$ cat src/rtl/mssw_pkg.sv
// Shared constants, types and codes for the multi-slot software watchdog.
`timescale 1ns / 1ps
`default_nettype none

package mssw_pkg;

    // Number of watchdog channels and the widths that follow from it.
    localparam int SLOTS  = 8;
    localparam int SLOT_W = (SLOTS > 1) ? $clog2(SLOTS) : 1;
    localparam int RANK_W = SLOT_W;
    localparam int CNT_W  = $clog2(SLOTS + 1);
    localparam int TIME_W = 32;

    typedef logic [SLOT_W-1:0] slot_idx_t;
    typedef logic [RANK_W-1:0] rank_t;
    typedef logic [TIME_W-1:0] time_t;

    // Operation codes carried in the mode field.
    typedef enum logic [2:0] {
        OP_TICK     = 3'd0,
        OP_REGISTER = 3'd1,
        OP_LOGOUT   = 3'd2,
        OP_RELOAD   = 3'd3,
        OP_CHECK    = 3'd4
    } op_t;

    // Sequencer states.
    typedef enum logic [2:0] {
        ST_IDLE,
        ST_EXEC,
        ST_RLD_EV,
        ST_SCAN,
        ST_RESULT
    } state_t;

    // Write request into the timeout and last-kick store.
    typedef struct packed {
        logic      timeout_we;
        logic      kick_we;
        slot_idx_t addr;
        time_t     timeout;
        time_t     kick;
    } mem_wr_t;

endpackage

`default_nettype wire

$ cat src/rtl/multi_slot_software_watchdog.sv
// Top level: sequencer, slot state and result register of the software watchdog.
// Tick, register and logout go through EXEC to RESULT; a valid reload also passes RLD_EV.
// Check walks the slots one per cycle through the shared expiry unit and the store's
// single read port and presents its result once the last slot has been evaluated.
// One item is in flight at a time; the next is taken only after RESULT, which rsp_stall can hold.
// Reset clears the state, time counter, active marks, scan and result, not store or ranks.
`timescale 1ns / 1ps
`default_nettype none

module multi_slot_software_watchdog
    import mssw_pkg::*;
(
    input  wire logic        clk,
    input  wire logic        rst_n,
    input  wire logic        cmd_valid,
    output logic             cmd_stall,
    input  wire logic [2:0]  mode,
    input  wire logic [2:0]  slot,
    input  wire logic [31:0] amount,
    output logic             rsp_valid,
    input  wire logic        rsp_stall,
    output logic             expired_found,
    output logic [2:0]       expired_slot,
    output logic             accepted
);

    state_t state_reg, state_next;
    op_t    op_mode_reg, op_mode_next;
    logic [2:0] op_slot_reg, op_slot_next;
    time_t  op_amount_reg, op_amount_next;
    time_t  now_time_reg, now_time_next;
    logic [SLOTS-1:0] active_reg, active_next;
    rank_t  rank_reg [SLOTS];
    rank_t  rank_next [SLOTS];
    logic [CNT_W-1:0] cnt_reg, cnt_next;
    logic   eval_vld_reg, eval_vld_next;
    slot_idx_t eval_idx_reg, eval_idx_next;
    logic   res_found_reg, res_found_next;
    logic [2:0] res_slot_reg, res_slot_next;
    logic   res_acc_reg, res_acc_next;
    rank_t  best_rank_reg, best_rank_next;

    mem_wr_t   mem_wr;
    slot_idx_t rd_addr;
    time_t     rd_timeout;
    time_t     rd_kick;
    logic      expired;
    slot_idx_t op_slot_idx;
    logic      op_slot_ok;
    slot_idx_t rank_sel_idx;
    rank_t     rank_sel;
    logic      scan_issue;
    logic      cmd_accept;

    mssw_store u_store (
        .clk        (clk),
        .wr         (mem_wr),
        .rd_addr    (rd_addr),
        .rd_timeout (rd_timeout),
        .rd_kick    (rd_kick)
    );

    mssw_expiry u_expiry (
        .now_time  (now_time_reg),
        .last_kick (rd_kick),
        .timeout   (rd_timeout),
        .expired   (expired)
    );

    // Handshake and result ports.
    assign cmd_stall     = (state_reg != ST_IDLE);
    assign cmd_accept    = cmd_valid && !cmd_stall;
    assign rsp_valid     = (state_reg == ST_RESULT);
    assign expired_found = res_found_reg;
    assign expired_slot  = res_slot_reg;
    assign accepted      = res_acc_reg;

    // Addressed slot and its range check.
    assign op_slot_idx = SLOT_W'(op_slot_reg);
    assign op_slot_ok  = (32'(op_slot_reg) < SLOTS);

    // One read of the rank flops, shared by the scan and by logout.
    assign rank_sel_idx = (state_reg == ST_SCAN) ? eval_idx_reg : op_slot_idx;
    assign rank_sel     = rank_reg[rank_sel_idx];

    // The scan issues one store read per cycle until every slot has been read.
    assign scan_issue = (cnt_reg < CNT_W'(SLOTS));

    // State register.
    always_ff @(posedge clk or negedge rst_n)
    begin
        if (!rst_n)
        begin
            state_reg <= ST_IDLE;
        end
        else
        begin
            state_reg <= state_next;
        end
    end

    // Control registers and slot state that reset clears.
    always_ff @(posedge clk or negedge rst_n)
    begin
        if (!rst_n)
        begin
            now_time_reg  <= '0;
            active_reg    <= '0;
            cnt_reg       <= '0;
            eval_vld_reg  <= 1'b0;
            res_found_reg <= 1'b0;
            res_slot_reg  <= '0;
            res_acc_reg   <= 1'b0;
        end
        else
        begin
            now_time_reg  <= now_time_next;
            active_reg    <= active_next;
            cnt_reg       <= cnt_next;
            eval_vld_reg  <= eval_vld_next;
            res_found_reg <= res_found_next;
            res_slot_reg  <= res_slot_next;
            res_acc_reg   <= res_acc_next;
        end
    end

    // Payload registers and ranks, which are read only for active slots.
    always_ff @(posedge clk)
    begin
        op_mode_reg   <= op_mode_next;
        op_slot_reg   <= op_slot_next;
        op_amount_reg <= op_amount_next;
        eval_idx_reg  <= eval_idx_next;
        best_rank_reg <= best_rank_next;
        rank_reg      <= rank_next;
    end

    // Sequencer: next state, datapath updates and store requests.
    always_comb
    begin
        state_next     = state_reg;
        op_mode_next   = op_mode_reg;
        op_slot_next   = op_slot_reg;
        op_amount_next = op_amount_reg;
        now_time_next  = now_time_reg;
        active_next    = active_reg;
        rank_next      = rank_reg;
        cnt_next       = cnt_reg;
        eval_vld_next  = eval_vld_reg;
        eval_idx_next  = eval_idx_reg;
        res_found_next = res_found_reg;
        res_slot_next  = res_slot_reg;
        res_acc_next   = res_acc_reg;
        best_rank_next = best_rank_reg;
        mem_wr         = '0;
        rd_addr        = op_slot_idx;

        unique case (state_reg)
            ST_IDLE:
            begin
                // Take the item and clear the result fields.
                if (cmd_accept)
                begin
                    op_mode_next   = op_t'(mode);
                    op_slot_next   = slot;
                    op_amount_next = amount;
                    res_found_next = 1'b0;
                    res_slot_next  = '0;
                    res_acc_next   = 1'b0;
                    best_rank_next = '0;
                    cnt_next       = '0;
                    eval_vld_next  = 1'b0;
                    state_next     = (op_t'(mode) == OP_CHECK) ? ST_SCAN : ST_EXEC;
                end
            end

            ST_EXEC:
            begin
                state_next = ST_RESULT;
                unique case (op_mode_reg)
                    OP_TICK:
                    begin
                        now_time_next = now_time_reg + op_amount_reg;
                    end
                    OP_REGISTER:
                    begin
                        // Arm an idle slot as the newest one; older ones age by one rank.
                        if (op_slot_ok && !active_reg[op_slot_idx])
                        begin
                            for (int i = 0; i < SLOTS; i++)
                            begin
                                if (active_reg[i])
                                begin
                                    rank_next[i] = rank_reg[i] + RANK_W'(1);
                                end
                            end
                            active_next[op_slot_idx] = 1'b1;
                            rank_next[op_slot_idx]   = '0;
                            mem_wr.timeout_we        = 1'b1;
                            mem_wr.kick_we           = 1'b1;
                            mem_wr.addr              = op_slot_idx;
                            mem_wr.timeout           = op_amount_reg;
                            mem_wr.kick              = now_time_reg;
                            res_acc_next             = 1'b1;
                        end
                    end
                    OP_LOGOUT:
                    begin
                        // Disarm the slot and close the gap behind it in the ranks.
                        if (op_slot_ok && active_reg[op_slot_idx])
                        begin
                            active_next[op_slot_idx] = 1'b0;
                            for (int i = 0; i < SLOTS; i++)
                            begin
                                if (active_reg[i] && (rank_reg[i] > rank_sel))
                                begin
                                    rank_next[i] = rank_reg[i] - RANK_W'(1);
                                end
                            end
                            res_acc_next = 1'b1;
                        end
                    end
                    OP_RELOAD:
                    begin
                        // The store read of the slot is issued now and checked next cycle.
                        if (op_slot_ok)
                        begin
                            state_next = ST_RLD_EV;
                        end
                    end
                    default:
                    begin
                        state_next = ST_RESULT;
                    end
                endcase
            end

            ST_RLD_EV:
            begin
                // Restamp only a live slot that has not yet expired.
                if (active_reg[op_slot_idx] && !expired)
                begin
                    mem_wr.kick_we = 1'b1;
                    mem_wr.addr    = op_slot_idx;
                    mem_wr.kick    = now_time_reg;
                    res_acc_next   = 1'b1;
                end
                state_next = ST_RESULT;
            end

            ST_SCAN:
            begin
                // Read the next slot while the one read last cycle is evaluated.
                rd_addr       = cnt_reg[SLOT_W-1:0];
                eval_vld_next = scan_issue;
                eval_idx_next = cnt_reg[SLOT_W-1:0];
                if (scan_issue)
                begin
                    cnt_next = cnt_reg + CNT_W'(1);
                end
                // Keep the expired slot with the lowest rank seen so far.
                if (eval_vld_reg && active_reg[eval_idx_reg] && expired &&
                    (!res_found_reg || (rank_sel < best_rank_reg)))
                begin
                    res_found_next = 1'b1;
                    res_slot_next  = 3'(eval_idx_reg);
                    best_rank_next = rank_sel;
                end
                if (!scan_issue)
                begin
                    eval_vld_next = 1'b0;
                    state_next    = ST_RESULT;
                end
            end

            ST_RESULT:
            begin
                if (!rsp_stall)
                begin
                    state_next = ST_IDLE;
                end
            end

            default:
            begin
                state_next = ST_IDLE;
            end
        endcase
    end

endmodule

`default_nettype wire

$ cat src/rtl/mssw_store.sv
// Per-slot timeout and last-kick memories with one write and one registered read.
`timescale 1ns / 1ps
`default_nettype none

module mssw_store
    import mssw_pkg::*;
(
    input  wire logic      clk,
    input  wire mem_wr_t   wr,
    input  wire slot_idx_t rd_addr,
    output logic [TIME_W-1:0] rd_timeout,
    output logic [TIME_W-1:0] rd_kick
);

    time_t timeout_mem [SLOTS];
    time_t kick_mem [SLOTS];
    time_t rd_timeout_reg;
    time_t rd_kick_reg;

    // Writes at the requested slot; the read data is registered.
    always_ff @(posedge clk)
    begin
        if (wr.timeout_we)
        begin
            timeout_mem[wr.addr] <= wr.timeout;
        end
        if (wr.kick_we)
        begin
            kick_mem[wr.addr] <= wr.kick;
        end
        rd_timeout_reg <= timeout_mem[rd_addr];
        rd_kick_reg    <= kick_mem[rd_addr];
    end

    assign rd_timeout = rd_timeout_reg;
    assign rd_kick    = rd_kick_reg;

endmodule

`default_nettype wire

$ cat src/rtl/mssw_expiry.sv
// Shared expiry unit: wrapping elapsed time compared against a timeout.
`timescale 1ns / 1ps
`default_nettype none

module mssw_expiry
    import mssw_pkg::*;
(
    input  wire logic [TIME_W-1:0] now_time,
    input  wire logic [TIME_W-1:0] last_kick,
    input  wire logic [TIME_W-1:0] timeout,
    output logic                   expired
);

    time_t elapsed;

    // The subtraction wraps modulo 2^32, so a wrapped counter still works.
    assign elapsed = now_time - last_kick;
    assign expired = (elapsed > timeout);

endmodule

`default_nettype wire
$ cat config.mk
export PLATFORM = sky130hd
export DESIGN_NAME = multi_slot_software_watchdog
export DESIGN_NICKNAME = d
export VERILOG_FILES = /design/src/rtl/mssw_pkg.sv /design/src/rtl/multi_slot_software_watchdog.sv /design/src/rtl/mssw_store.sv /design/src/rtl/mssw_expiry.sv
export SDC_FILE = /design/constraint.sdc
export NUM_CORES = 1
export LEC_CHECK = 0
export BUFFER_PORTS_ARGS = -buffer_cell sky130_fd_sc_hd__buf_2
export CAP_MARGIN = 20
export CORE_MARGIN = 1
export CORE_UTILIZATION = 40
export CTS_CLUSTER_SIZE = 40
export DETAILED_ROUTE_END_ITERATION = 10
export HOLD_SLACK_MARGIN = 0.12
export PLACE_DENSITY_LB_ADDON = 0.25
export SLEW_MARGIN = 0
export SYNTH_ARGS = -nofsm -noshare
export SYNTH_HDL_FRONTEND = slang
export SYNTH_SLANG_ARGS = --single-unit
$ cat constraint.sdc
create_clock -name clk -period 7.5 [get_ports clk]
set_input_delay 1.5 -clock clk [delete_from_list [all_inputs] [get_ports clk]]
set_output_delay 1.5 -clock clk [all_outputs]
set_load 0.02 [all_outputs]
---- After elaboration in Yosys (flattened, before gate mapping) ----
Memories as Yosys holds them, arrays and structs flattened. A register that Yosys moved wholly into a read port is not among the register bits.
Index checks and enable logic that the tools add are counted.
storage, ports and cells
  memories ................................ 2
  register bits after elaboration ......... 121
  output and inout port bits .............. 7
  memory bits (writable) .................. 512
  bits of input ports ..................... 42
memory list
  memory               depth  width  read ports  clocked after memory_dff  wr ports  line              source
  u_store.kick_mem     8      32     1           1                         1         mssw_store.sv:16  time_t kick_mem [SLOTS];
  u_store.timeout_mem  8      32     1           1                         1         mssw_store.sv:15  time_t timeout_mem [SLOTS];
operators by class
  equal/unequal tests ..................... 27
  bitwise operators ....................... 7
  reductions and logical operators ........ 41
  $add $sub $neg .......................... 19
  multiplexer cells ....................... 95
  magnitude comparators ................... 17
operators with widths
  operator                                             count
  two-way mux 3 bit                                    52
  two-way mux 69 bit                                   2
  two-way mux 32 bit                                   2
  one-hot mux 32 bit (2 select lines)                  1
  two-way mux 24 bit                                   2
  one-hot mux 24 bit (2 select lines)                  1
  AND reduction 5 bit                                  8
  adder 32 bit                                         1
  greater-than comparator 32 bit                       1
  subtractor 32 bit                                    1
  inequality test 2 bit, second input constant         15
  adder 3 x 1 -> 3 bit, second input constant          8
  AND 24 bit                                           1
  greater-than comparator 3 bit                        8
  inverter 24 bit                                      1
  subtractor 3 x 1 -> 3 bit, second input constant     8
  two-way mux 8 bit                                    2
  one-hot mux 4 bit (2 select lines)                   2
  one-hot mux 8 bit (2 select lines)                   1
  logical AND 1 bit                                    15
  one-hot mux 3 bit (5 select lines)                   1
  two-way mux 1 bit                                    14
  equality test 3 x 2 -> 1 bit, second input constant  4
  two-way mux 4 bit                                    3
  other kinds (33)                                     52

---- Depth between registers and ports, before layout ----
  word-level depth ........................ 11
  depth in mapped cells ................... 24

---- By module ----
From an unflattened synthesis, not the netlist that was laid out.
unflattened totals
  cells, all modules ...................... 2127
  area, all modules ....................... 31695.4 um^2
modules (own cells, without submodules)
  module                        area each (um^2)  cells an instance  instances
  mssw_store                    20589.7           826                1
  multi_slot_software_watchdog  8181.6            868                1
  mssw_expiry                   2924.1            433                1

---- Worst setup path before layout ----
Ideal clock, no wire load.
  path type ............................... reg-to-reg
  start point ............................. register now_time_reg[5]
  end point ............................... memory u_store.kick_mem[2][0] in the netlist's numbering (enable)
  setup slack ............................. 0.952 ns
  data required time ...................... 7.039 ns
  stages on the path, launching flop included .. 21
  data arrival time ....................... 6.087 ns
  cells stage by stage .................... dfrtp_1 ha_1 o21a_1 o21ai_0 a211oi_2 a31oi_1 o311ai_2 o21ai_0 o21bai_1 a21oi_1 xnor2_1 ha_1 a21o_1 a21o_1 a21oi_1 o21ai_0 a21oi_1 inv_1 o21ai_0 a41oi_1 nor3_1
on the way
  cells in the longest elaborated chain, start to end .. 8
ends and longest elaborated chain
  what                                     line                                 source
  from (decl)                              multi_slot_software_watchdog.sv:31   time_t now_time_reg, now_time_next;
  from (signal assigned)                   multi_slot_software_watchdog.sv:117  now_time_reg <= now_time_next;
  subtractor 32 bit (*)                    mssw_expiry.sv:17                    assign elapsed = now_time - last_kick;
  greater-than comparator 32 bit (*)       mssw_expiry.sv:18                    assign expired = (elapsed > timeout);
  logical NOT 1 bit (*)                    multi_slot_software_watchdog.sv:241  if (active_reg[op_slot_idx] && !expired)
  logical AND 1 bit (*)                    multi_slot_software_watchdog.sv:241
  two-way mux 4 bit (*)                    multi_slot_software_watchdog.sv:241
  one-hot mux 4 bit (2 select lines) (*)   multi_slot_software_watchdog.sv:158  unique case (state_reg)
  two-way mux 1 bit                        mssw_store.sv:27                     if (wr.kick_we)
  two-way mux 1 bit (implied by the code)  mssw_store.sv:29                     kick_mem[wr.addr] <= wr.kick;
  to (decl)                                mssw_store.sv:16
Mark *: on every way between the ends. The rest lies on a longest branch, timed or not.

---- Final worst setup path ----
  start point ............................. register now_time_reg[5]
  end point ............................... memory u_store.kick_mem[5][29] in the netlist's numbering (enable)
The elaborated chain is that of the path after synthesis.

==> Implementation_results.wiki <==
{| class="wikitable"
! Metric !! Value
|-
| Buffer depth of the longest clock path || 3
|-
| Start-to-end type of the worst setup path || flop to flop
|-
| Maximum capacitance violations || 0
|-
| Category of the worst setup path capture point || flop
|-
| Summed negative setup slack over all endpoints || 0 ns
|-
| Final slew viol count || 0
|-
| Total Die Area || 80600 µm²
|-
| Sequential standard cell area || 20000 µm²
|-
| Nets || 3061
|-
| Via density per instance || 5.39
|-
| Register-to-register setup slack || approximately 1.1 ns
|-
| Area Growth Syn to Fin || 12.4%
|-
| Leading register cell type out of synthesis || edfxtp_1
|-
| Cell area after synthesis || about 32000 µm²
|-
| Root buf cell || clkbuf_16
|-
| Gr ovfl total || 0
|-
| Static leakage power || 13.8 nW
|-
| Number of synthesized flops with an enable pin || between 500 and 600
|-
| Horizontal extent of the die || 284 µm
|-
| Mean instance size in the synthesized netlist || 11.1 µm²
|-
| Post-CTS resize count || 0
|-
| Detailed-route wire length per cell || 20.0 µm
|-
| Inst Count DP || 3843
|-
| Clock tree from TritonCTS || yes
|-
| Most frequent standard cell in the layout excluding fill and tap cells || nand2_1
|-
| Result of the run || completed
|-
| Capture instance of the worst register-to-register path || u_store.kick_mem[5][29]$_DFFE_PP_
|-
| Number of levels the H-tree was split into || 3
|-
| Post-CTS repair timing setup buffer count || 0
|-
| Area used by multi-input combinational logic || about 11000 µm²
|-
| Final clock period utilization by the worst path || a little under nine tenths
|-
| Input/output buffers || 48
|-
| Required @ worst endpoint || 7.80 ns
|-
| Worst setup slack after placement || between 1 and 1.5 ns
|-
| IO Pins || 49
|-
| # DRC || 0
|-
| Combined global-route utilization of all metal layers || 19.7%
|-
| Power, Total || between 0.01 and 0.015 W
|-
| Number of instances in the synthesized netlist || 2858
|-
| Core ar. || approximately 80000 µm²
|-
| CTS Hold Bufs || 0
|-
| Critical Path Source || now_time_reg[5]$_DFFE_PN0P_
|-
| Clock Pin Slew Worst Setup and Hold Paths || 0.06 ns
|-
| Skew final || 0.0165 ns
|-
| Worst Tran Pin Value || 1.11 ns
|-
| Pwr Density || roughly 370 nW/µm²
|-
| Vias || 21500
|-
| Regs by FF count || u_store.kick_mem: 256 flops, u_store.timeout_mem: 256 flops
|-
| Async set or reset register ratio after synthesis || roughly 7.6%
|-
| Final Util || 45.8%
|-
| Final weighted congestion of routability-driven global placement || 0.913
|-
| Drt first pass iters || 5
|-
| Capturing element of the worst setup path || u_store.kick_mem[5][29]$_DFFE_PP_
|-
| Wirelength, routed || 79800 µm
|-
| Number of nets in the synthesized netlist || 3039
|-
| Highest attainable clock frequency || 156 MHz
|-
| Pin count of the biggest net entering global routing || 175
|-
| Post-DRT Antenna Nets || 0
|-
| Global-route wire length before repair || 124000 µm
|-
| Detailed-placement wirelength estimate || 47900 µm
|-
| Worst relative slew slack || 25.9%
|-
| Worst-skew pair later-pin latency || 0.61 ns
|-
| Setup repair after global routing missed its margin || false
|-
| Register bit total from synthesis || 697
|-
| Time the final worst path needs with I/O delays and setup || 6.42 ns
|-
| Final std cells w/o fill || 3983
|-
| Clock sink count || 697
|-
| CTS buffer count || 73
|-
| Launch point of the worst reg-to-reg path || now_time_reg[5]$_DFFE_PN0P_
|-
| Worst min-delay path class || flop to flop
|-
| Critical Path Fanout Max || 18
|-
| First DRT Iteration DRCs || approximately 1500
|-
| Arr. time, crit path || 6.72 ns
|-
| Vertical extent of the die || 284 µm
|-
| Setup crit start kind || flop
|-
| Number of antenna violations at the first check in global routing || 2
|-
| Total of fill cells in the finished design || 7054
|-
| Initial cell density of the core || 40.7%
|-
| Row count || 102
|-
| Ratio of cells with drive above 1 in the final layout || around 8.4%
|-
| Commonest cells after routing, fill and taps aside || nand2_1 (668), edfxtp_1 (580), nand3_1 (341)
|-
| Count of final hold-check violations || 0
|-
| Warning count from the yosys run || 0
|-
| Worst setup margin || 1.08 ns
|-
| Number of unique standard cell types used by synthesis || 69
|-
| Sequential element share of the synthesized area || between 60% and 70%
|-
| Logic depth of the worst register-to-register path || 22
|-
| Number of global-route vias before repair || 21300
|-
| Count of final setup violators || 0
|-
| Peak ir drop on the vdd network || 200 µV
|}
[cells by family (layout without fill, tap and decap cells)]
group                      Yosys count  after routing  synth area share [%]
xor gates and xnor gates            57             57                  1.57
DFF                                697            697                  63.0
muxes                               23             23                 0.886
and+or+nand+nor                   1270           1270                  17.7
AOI/OAI and AO/OA                  412            412                  8.09
other                                0              2                     0
adders and majority gates          139            139                  5.52
buffers and inverters              260            343                  3.17
[worst max-delay path, cell delays in order, from the launching register on]
cell      delay, ns
dfrtp_1        0.42
ha_1           0.36
o21a_1         0.18
o21ai_0        0.40
a211oi_2       0.14
a31oi_1        0.50
o311ai_2       0.21
o21ai_0        0.39
o21bai_1       0.12
a21oi_1        0.20
xnor2_1        0.16
ha_1           0.28
a21o_1         0.16
a21o_1         0.17
a21oi_1        0.14
o21ai_0        0.11
a21oi_1        0.16
inv_1          0.10
o21ai_0        0.22
buf_4          0.21
a31o_2         0.52
nor2b_4        0.63
buf_4          0.31
[per-stage QoR]
step / hold slack [ns] / cell area, µm²
after floorplan: 0.467 / 31800
after global placement: 0.497 / 33200
after detailed placement: 0.488 / 33200
after CTS: 0.515 / 35700
after global routing: 0.526 / 35700
final: 0.518 / 35700
[synthesized netlist by cell type (23+ instances only)]
| master | count | share of area (%) |
|---|---|---|
| dfxtp_1 | 64 | 4.0 |
| nand3_1 | 341 | 5.4 |
| nor2_1 | 89 | 1.1 |
| and2_1 | 68 | 1.3 |
| dfrtp_1 | 53 | 4.2 |
| o21ai_0 | 121 | 1.9 |
| clkbuf_1 | 109 | 1.3 |
| a21oi_1 | 102 | 1.6 |
| nand2_1 | 670 | 7.9 |
| inv_1 | 115 | 1.4 |
| a21o_1 | 44 | 1.0 |
| edfxtp_1 | 580 | 55 |
| nor2b_1 | 23 | 0.45 |
| xnor2_1 | 37 | 1.0 |
| ha_1 | 137 | 5.4 |
[cell type report]
class | count | area share (%)
diodes | 2 | 0.0140
inverters | 116 | 1.22
multi-input cells | 1901 | 30.6
clock buffers | 109 | 6.11
well taps | 1040 | 3.65
flip-flops and latches | 697 | 56.1
clock inverters | 27 | 0.687
repair buffers | 91 | 1.67
[worst min-delay path by stage]
stage | start | end | slack (ns) | cells after the start
CTS | eval_vld_reg$_DFFE_PN0P_ | eval_vld_reg$_DFFE_PN0P_ | 0.52 | 1
global route | eval_vld_reg$_DFFE_PN0P_ | eval_vld_reg$_DFFE_PN0P_ | 0.53 | 1
floorplan | cnt_reg[3]$_DFFE_PN0P_ | cnt_reg[0]$_DFFE_PN0P_ | 0.47 | 1
global placement | accepted$_DFFE_PN0P_ | accepted$_DFFE_PN0P_ | 0.50 | 2
detailed placement | accepted$_DFFE_PN0P_ | accepted$_DFFE_PN0P_ | 0.49 | 2
finish | eval_vld_reg$_DFFE_PN0P_ | eval_vld_reg$_DFFE_PN0P_ | 0.52 | 1
[routing by layer]
metal | wire length, µm | vias to the layer above | global-route usage [%] | part of all wire, %
met1 | 35200 | 10600 | 26.5 | 44
li1 | - | 10200 | - | -
met3 | 3680 | 122 | 2.75 | 4.6
met4 | 1720 | 0 | 5.42 | 2.2
met2 | 39200 | 513 | 33.4 | 49
met5 | 0 | - | 0 | 0
[power breakdown]
group / internal, W / switching [W] / leakage, nW
logic: 0.00177 / 0.00276 / 6.79
clock network: 0.00215 / 0.00148 / 1.18
registers: 0.00455 / 0.000328 / 5.84
No activity file was read; power rests on OpenSTA's default activity.
